File: src/rtl/sbbpc_pkg.sv
// shared types and constants of the swept box brush plane clip block
`default_nettype none
package sbbpc_pkg;

  localparam int VW = 32;  // q16.16 vector component
  localparam int DW = 56;  // endpoint distance and divider operands
  localparam int RW = DW + 1;
  localparam int PW = 49;  // floored q16.16 product
  localparam int FW = 17;  // hit fraction
  localparam int EW = 16;  // distance epsilon
  localparam int QW = 32;  // divider quotient

  localparam logic [FW-1:0] FRAC_ONE  = 17'h10000;
  localparam logic [EW-1:0] EPS_RESET = 16'd2048;
  localparam logic [3:0]    MUL_LAST  = 4'd8;
  localparam logic [4:0]    DIV_LAST  = 5'd31;

  typedef enum logic [1:0] {
    CMD_BEGIN   = 2'd0,
    CMD_DELTA   = 2'd1,
    CMD_EXTENTS = 2'd2,
    CMD_PLANE   = 2'd3
  } cmd_code_t;

  typedef enum logic [3:0] {
    ST_IDLE,
    ST_CHECK,
    ST_MUL,
    ST_ACC,
    ST_EVAL,
    ST_DSETUP,
    ST_DIV,
    ST_UPDATE,
    ST_FINISH
  } state_t;

  typedef struct packed {
    logic       load;
    logic       mul_en;
    logic [3:0] mul_idx;
    logic       eval_en;
    logic       div_init;
    logic       div_step;
    logic       update_en;
    logic       finish_en;
  } dp_cmd_t;

  typedef struct packed {
    logic in_plane;
    logic skip_test;
    logic last;
    logic need_div;
    logic out_free;
  } dp_stat_t;

endpackage
`default_nettype wire

File: src/rtl/sbbpc_ctrl.sv
// sequencing state machine of the swept box brush plane clip block
`default_nettype none
module sbbpc_ctrl
  import sbbpc_pkg::*;
(
  input  logic     clk,
  input  logic     rst,
  input  logic     in_valid,
  output logic     in_ready,
  input  dp_stat_t stat,
  output dp_cmd_t  cmd
);

  state_t     state, state_next;
  logic [4:0] cnt, cnt_next;

  always_ff @(posedge clk) begin
    if (rst) begin
      state <= ST_IDLE;
      cnt   <= '0;
    end else begin
      state <= state_next;
      cnt   <= cnt_next;
    end
  end

  always_comb begin
    state_next = state;
    cnt_next   = cnt;
    cmd        = '0;
    in_ready   = 1'b0;
    case (state)
      ST_IDLE: begin
        in_ready = 1'b1;
        if (in_valid) begin
          cmd.load = 1'b1;
          if (stat.in_plane) state_next = ST_CHECK;
        end
      end
      ST_CHECK: begin
        if (stat.skip_test) begin
          state_next = stat.last ? ST_FINISH : ST_IDLE;
        end else begin
          state_next = ST_MUL;
          cnt_next   = '0;
        end
      end
      ST_MUL: begin
        cmd.mul_en  = 1'b1;
        cmd.mul_idx = cnt[3:0];
        if (cnt[3:0] == MUL_LAST) state_next = ST_ACC;
        else cnt_next = cnt + 5'd1;
      end
      ST_ACC: state_next = ST_EVAL;
      ST_EVAL: begin
        cmd.eval_en = 1'b1;
        if (stat.need_div) state_next = ST_DSETUP;
        else state_next = stat.last ? ST_FINISH : ST_IDLE;
      end
      ST_DSETUP: begin
        cmd.div_init = 1'b1;
        cnt_next     = '0;
        state_next   = ST_DIV;
      end
      ST_DIV: begin
        cmd.div_step = 1'b1;
        if (cnt == DIV_LAST) state_next = ST_UPDATE;
        else cnt_next = cnt + 5'd1;
      end
      ST_UPDATE: begin
        cmd.update_en = 1'b1;
        state_next    = stat.last ? ST_FINISH : ST_IDLE;
      end
      ST_FINISH: begin
        if (stat.out_free) begin
          cmd.finish_en = 1'b1;
          state_next    = ST_IDLE;
        end
      end
      default: state_next = ST_IDLE;
    endcase
  end

endmodule
`default_nettype wire

File: config.mk
export PLATFORM = sky130hd
export DESIGN_NAME = sbbpc_ctrl
export DESIGN_NICKNAME = d
export VERILOG_FILES = /design/src/rtl/sbbpc_pkg.sv /design/src/rtl/sbbpc_ctrl.sv
export SDC_FILE = /design/constraint.sdc
export NUM_CORES = 1
export LEC_CHECK = 0
export CORE_AREA = 2 2 39 41
export CTS_CLUSTER_SIZE = 14
export DETAILED_ROUTE_END_ITERATION = 12
export DIE_AREA = 0 0 41 43
export DONT_BUFFER_PORTS = 1
export PLACE_DENSITY = 0.73
export SYNTH_ARGS = -nofsm -noshare
export SYNTH_HDL_FRONTEND = slang
export SYNTH_SLANG_ARGS = --single-unit
export TNS_END_PERCENT = 50
File: constraint.sdc
create_clock -name clk -period 5.1 [get_ports clk]
set_input_delay 1.02 -clock clk [delete_from_list [all_inputs] [get_ports clk]]
set_output_delay 1.02 -clock clk [all_outputs]
set_load 0.01 [all_outputs]
# Word level (Yosys, flattened, before mapping)

Cells that the tools add are included.
W data, S select, Z words.

Register bits: 9
Input bits: 8
Logic and storage cells: 48

Add/subtract/negate cells: 1
Equal/unequal tests: 18
Mux-type cells: 23
Reductions and logical operators: 4

Operators by type and width:

| cell                  | count |
|---|---|
| $pmux W4 S9           | 1 |
| $mux W4               | 8 |
| $mux W5               | 4 |
| $pmux W5 S4           | 1 |
| $eq A4 B3 Y1 const B  | 4 |
| $ne A2 B2 Y1 const B  | 8 |
| $mux W1               | 9 |
| $eq A4 B2 Y1 const B  | 2 |
| $eq A4 B4 Y1 const B  | 2 |
| $add A5 B1 Y5 const B | 1 |
| $eq A5 B5 Y1 const B  | 1 |
| $reduce_and A5 Y1     | 1 |
| $eq A4 B1 Y1 const B  | 1 |
| $logic_not A4 Y1      | 1 |
| $reduce_and A4 Y1     | 1 |
| $reduce_bool A4 Y1    | 1 |

# Depth between registers and ports, before layout

Gate-level depths: netlist (run 1).

Word-level depth: 3
Gate-level depth with buffers: 7
Gate-level depth less buffers: 7

# Worst setup path before layout (run 1)

Ideal clock, no wire load.

Kind: reg-to-output
Start: register state[2]
End: output cmd[5] (netlist name)
Arrival: 1.496 ns
Setup slack: 2.584 ns
Cell stages (with the launch flop): 4
Path through: dfxtp_1 buf_2 nor4b_1 and2_1

RTL lines:

| item                   | RTL line         | RTL |
|---|---|---|
| start, declared        | sbbpc_ctrl.sv:14 | `state_t state, state_next;` |
| start signal, assigned | sbbpc_ctrl.sv:22 | `state <= state_next;` |
| end, declared          | sbbpc_ctrl.sv:11 | `output dp_cmd_t cmd` |

==> summary.txt, run 1 <==
Critical path
  – Crit path launch: state[1]
  – Worst path cell trace: nor4b_1 > and2_1
  – CP Data Required Time: approximately 4.1 ns
  – Cell family with most CP delay: simple AND/OR/NAND/NOR gates
  – Critical path arrival: about 2 ns
  – Setup slack, reg-to-reg: between 3 and 4 ns
  – Crit path depth: 2
  – Slowest cell on the critical path: nor4b_1
  – Reg-to-Reg Start: state[1]
  – R2R depth: 2
  – Worst Setup End Kind: output port
  – Worst reg2reg endpoint: state[0]
  – Worst setup path endpoint: cmd[6]
  – Worst-path fanout max: 15
  – Critical path buffer and inverter count: 0
  – CP startpoint kind: flip-flop
  – Worst setup path category: flip-flop to output port
  – Worst path max stage delay: around 0.9 ns

Placed design
  – Dpl ws: about 2.3 ns
  – Final GP Congestion: around 0.76
  – I/O Buffers: 0
  – DP Wirelength: between 900 and 1000 um
  – Placed inst area: ~630 um2

Layout
  – Cell area after layout: 656 um2
  – Share of layout cells above drive strength 1: about 5.1%
  – # nets final: between 90 and 100
  – N_diodes: 0
  – Post-layout util: a little under half
  – Area delta synth->final: 4.17%
  – Fillers: approximately 130

Yosys
  – Sequential-to-total area share from yosys stat: roughly 29%
  – Yosys reg bits: 9
  – Syn nets: 91
  – Synth unique cells: 31
  – Syn Area/Cell: ~7.9 um2
  – Most common library cells after synthesis: a21oi_1, dfxtp_1, and2_1, nand2_1, o31ai_1
  – Dominant synthesized flop cell: dfxtp_1
  – Post-synth top area share: between 20% and 30%
  – Post-synth top area cell: dfxtp_1
  – Syn. warnings: 0
  – Synth Instances: 80
  – Post-synth EDFFs: 0
  – Synth area leaders: dfxtp_1, a21oi_1, and2_1
  – Ys async rst share: 0%
  – Post-Syn Area: ~630 um2

Drt
  – Iter 0 DRT Violations: 16
  – Vias: between 600 and 700
  – DR vias/cell: 6.35
  – DR pass1 iterations: 5
  – Drt drc: 0
  – Drt total wl: 1410 um
  – Post-route ant nets: 0
  – Wire per inst: 14.8 um

Global routing
  – First-pass GRT wire length: 2250 um
  – GRT Overall Usage: 18.8%
  – Pin count of the biggest net entering global routing: 17
  – GRT overflow: 0
  – Antenna violations before repair: 0
  – Vias in the first global route: around 520

STA
  – Setup Viol. Count Final: 0
  – Pins Over Slew Limit: 0
  – Max_slew headroom: between 20% and 30%
  – Worst Clk Skew: between 0.0001 and 0.00015 ns
  – Fmax: between 300 and 400 MHz
  – Final period util: around three fifths
  – Minimum clock period: around 3.1 ns
  – Worst-Margin Slew: 1.04 ns
  – Sum Neg Setup Slack: 0 ns
  – Setup ws final: 2.02 ns
  – Unrepaired setup endpoints after global routing: no
  – Final Hold Vio Count: 0

Die
  – Die W: about 40 um
  – Starting Density: between 40% and 50%
  – Die Y-Extent: roughly 43 um
  – # rows: 14
  – Full die area: 1760 um2
  – Core ar.: roughly 1400 um2
  – # IOs: 20

Pwr
  – Max VDD drop: ~0.1 mV
  – Pwr/cell area: between 200 and 250 nW/um2
  – Post-layout power: roughly 0.00015 W
  – Leakage: 0.224 nW

Clocking
  – CTS tree: yes
  – Post_cts resized: 0
  – Clock insertion delay at the later pin of the skew report: 0.27 ns
  – Clock sink count: 9
  – Setup Fix Bufs, Post-CTS: 0
  – Worst-path clk slew: roughly 0.06 ns
  – Clock root cell: clkbuf_4
  – TritonCTS buffer count: 3
  – Maximum clock insertion buffer count: 2
  – Hold-fix buffers at CTS: 0
  – H-Tree Depth: 1

Flow run
  – Max-cap viol count: 0

Hold path
  – Worst hold path type: flip-flop to flip-flop
  – WHS Path Cells: 2
  – Hold path startpoint: cnt[4]

Run status
  – Status: completed
-- cell families (layout without fill, tap and decap cells) --
group	count (synthesis)	in the layout	synth area share, %
DFF	9	9	28.6
and+or+nand+nor	39	39	38.6
muxes	1	1	1.59
AOI/OAI and AO/OA	20	20	20.3
buffers and inverters	8	7	4.97
adders and majority gates	3	3	5.96
-- through the flow --
stage               hold slack, ns  cells
finish                       0.469     95
detailed placement           0.464     91
CTS                          0.473     95
global route                 0.512     95
global placement             0.458     91
floorplan                    0.453     80
-- registers in the layout, indices dropped and copies added, names as in the netlist --
register / flops
state: 4
cnt: 5
-- cell type report --
type	count	area [um2]	area share (%)
sequential	9	180	27.5
clock buffer	4	26.3	4.01
tap	16	20.0	3.05
multi-input combinational	63	418	63.7
inverter	3	11.3	1.72
-- placed cells by master (no fill, tap or decap), drive strengths merged, types with 2 or more instances in the layout --
cell    Yosys  routed
a21oi       9       9
dfxtp       9       9
and2        6       6
nand2       5       5
o31ai       5       5
nor2        4       4
clkbuf      2       4
inv         3       3
nor4        3       3
nor3        3       3
ha          3       3
nor4b       2       2
nor3b       2       2
nand3b      2       2
or4         2       2
and3b       2       2
nand3       2       2
nor2b       2       2
-- power breakdown --
group	switching [W]	total (W)	internal [W]
clock	0.0000278	0.0000581	0.0000303
sequential	0.00000410	0.0000758	0.0000717
combinational	0.00000726	0.0000129	0.00000564
-- routing by layer --
layer	track usage (%)	part of all wire, %	vias up
li1	-	-	300
met4	12.7	2.1	0
met5	0	0	-
met3	5.24	6.7	4
met1	24.8	46	274
met2	25.3	45	25
-- worst min-delay path by stage --
stage / endpoint / slack, ns
2_1_floorplan: cnt[4] / 0.45
3_3_place_gp: cnt[4] / 0.46
3_5_place_dp: cnt[4] / 0.46
4_1_cts: cnt[4] / 0.47
5_1_grt: cnt[4] / 0.51
6_report: cnt[4] / 0.47
-- tightest hold or removal path, stage by stage, from the launching register on --
cell	delay [ns]
dfxtp_1	0.31
o31ai_1	0.06
a21oi_1	0.06
Note: power is estimated with default switching activity, not from simulation.
==> run 2, diff against run 1 <==
==> constraint.sdc (replaced) <==
create_clock -name clk -period 3.15 [get_ports clk]
set_input_delay 0.63 -clock clk [delete_from_list [all_inputs] [get_ports clk]]
set_output_delay 0.63 -clock clk [all_outputs]
set_load 0.01 [all_outputs]
==> run 2 against run 1 <==
Via count fell by 1.5%. First-iteration DRC count fell by 50%. Routed wire length fell by 5.5%. Critical path depth rose by 1. Sequential share of layout area fell by 0.31 points. Flip-flop and latch count did not move. Largest power group unchanged. Hold slack got worse by 0.048 ns. Die area did not move.
==> summary.txt, run 2 (synthesized netlist as in run 1, its figures left out) <==
Run status
  – Status: completed

Drt
  – Drt total wl: between 1000 and 1500 um
  – Wire per inst: between 10 and 15 um
  – Vias: 594
  – Post-route ant nets: 0
  – DR vias/cell: 6.19
  – DR pass1 iterations: 4
  – WL met3: roughly 57 um
  – M1 WL: between 600 and 700 um
  – Top Metal Used: met4
  – Iter 0 DRT Violations: 8
  – Drt drc: 0
  – Met2 WL post-DR: 624 um

Critical path
  – R2R depth: 7
  – Cell family with most CP delay: flip-flops
  – Worst path cell trace: nor4b_1 > buf_4 > and2_1
  – Critical path buffer and inverter count: 1
  – Worst setup path category: flip-flop to output port
  – Critical path arrival: between 1.5 and 2 ns
  – Worst Setup End Kind: output port
  – Crit path depth: 3
  – CP Data Required Time: around 2.5 ns
  – Worst path max stage delay: between 0.5 and 0.6 ns
  – Slowest cell on the critical path: dfxtp_1
  – CP startpoint kind: flip-flop
  – Worst-path fanout max: 15

Clocking
  – TritonCTS buffer count: 3
  – Maximum clock insertion buffer count: 2
  – Hold-fix buffers at CTS: 0
  – Clock insertion delay at the later pin of the skew report: 0.27 ns
  – CTS tree: yes
  – Post_cts resized: 0
  – H-Tree Depth: 1
  – Setup Fix Bufs, Post-CTS: 0
  – Clock sink count: 9
  – Worst-path clk slew: ~0.060 ns
  – Clock root cell: clkbuf_4

Layout
  – Max reg flops: 5
  – N_diodes: 0
  – Cell area after layout: ~660 um2
  – # nets final: ~90
  – Area delta synth->final: 5.37%
  – Share of layout cells above drive strength 1: roughly 6.3%
  – Most frequent cells in the layout: a21oi_1, dfxtp_1, and2_1
  – Fillers: 150
  – Biggest regs: cnt: 5 flops, state: 4 flops
  – Largest reg by FF count: cnt

Hold path
  – WHS Path Cells: 1
  – Worst hold path type: input pin to flip-flop

Die
  – Starting Density: 45.5%
  – Core ar.: 1380 um2
  – # rows: 14
  – Full die area: 1760 um2
  – Die Y-Extent: roughly 43 um
  – Die W: 41 um
  – # IOs: 20

Global routing
  – Vias in the first global route: approximately 500
  – GRT overflow: 0
  – Pin count of the biggest net entering global routing: 17
  – Antenna violations before repair: 0
  – GRT Overall Usage: a little under a fifth
  – First-pass GRT wire length: between 2000 and 2500 um

STA
  – Unrepaired setup endpoints after global routing: no
  – Max_slew headroom: 61.4%
  – Sum Neg Setup Slack: 0 ns
  – Setup Viol. Count Final: 0
  – Final Hold Vio Count: 0
  – Final period util: roughly 70%
  – Pins Over Slew Limit: 0
  – Worst-Margin Slew: between 0.5 and 0.6 ns
  – Worst Clk Skew: 0.00621 ns
  – Fmax: about 450 MHz
  – Minimum clock period: between 2 and 2.5 ns

Placed design
  – Placed inst area: 637 um2
  – I/O Buffers: 0
  – Final GP Congestion: about 0.77
  – DP Wirelength: slightly below 1000 um

Pwr
  – Pwr/cell area: 356 nW/um2
  – Max VDD drop: 0.147 mV
  – Leakage: roughly 0.23 nW

Flow run
  – Max-cap viol count: 0
## run 2: where the power goes
group | switching (W) | leakage (nW) | internal (W)
Sequential | 0.00000643 | 0.0728 | 0.000116
Combinational | 0.0000114 | 0.142 | 0.00000974
Clock | 0.0000434 | 0.0150 | 0.0000490
## run 2: per-stage QoR
| stage | total power [W] | util [%] | hold slack [ns] | std cells | setup WS (ns) |
|---|---|---|---|---|---|
| after global routing | 0.000248 | 47.9 | 0.416 | 96 | 0.755 |
| after floorplan | 0.000143 | - | 0.453 | 80 | 1.02 |
| after global placement | 0.000146 | 46.0 | 0.464 | 92 | 1.27 |
| after CTS | 0.000239 | 47.9 | 0.414 | 96 | 0.951 |
| final | 0.000236 | 47.9 | 0.421 | 96 | 0.943 |
| after detailed placement | 0.000146 | 46.0 | 0.475 | 92 | 1.26 |
## run 2: per-layer routing
metal,vias to the layer above,GRT usage [%]
met1,272,25.9
met5,-,0
met4,0,14.0
li1,303,-
met2,14,23.1
met3,5,3.66
## run 2: worst paths after layout
check | start | endpoint | slack (ns)
max | state[1] | cmd[6] | 0.94
min | rst | cnt[3] | 0.42
max reg2reg | cnt[0] | cnt[3] | 1.35
min reg2reg | cnt[4] | cnt[4] | 0.48
## run 2: layout make-up
| type | count | area [um2] | share of cell area [%] |
|---|---|---|---|
| Multi-Input combinational cell | 63 | 418 | 63.0 |
| Tap cell | 16 | 20.0 | 3.02 |
| Inverter | 3 | 11.3 | 1.70 |
| Clock buffer | 4 | 26.3 | 3.96 |
| Timing Repair Buffer | 1 | 7.51 | 1.13 |
| Sequential cell | 9 | 180 | 27.2 |
## run 2: worst reg2reg max path: stages, from the launching register on
cell     delay (ns)
dfxtp_1        0.36
ha_1           0.24
and3_1         0.19
ha_1           0.20
nand2_1        0.14
nand3_1        0.09
or4_1          0.40
a21oi_1        0.13
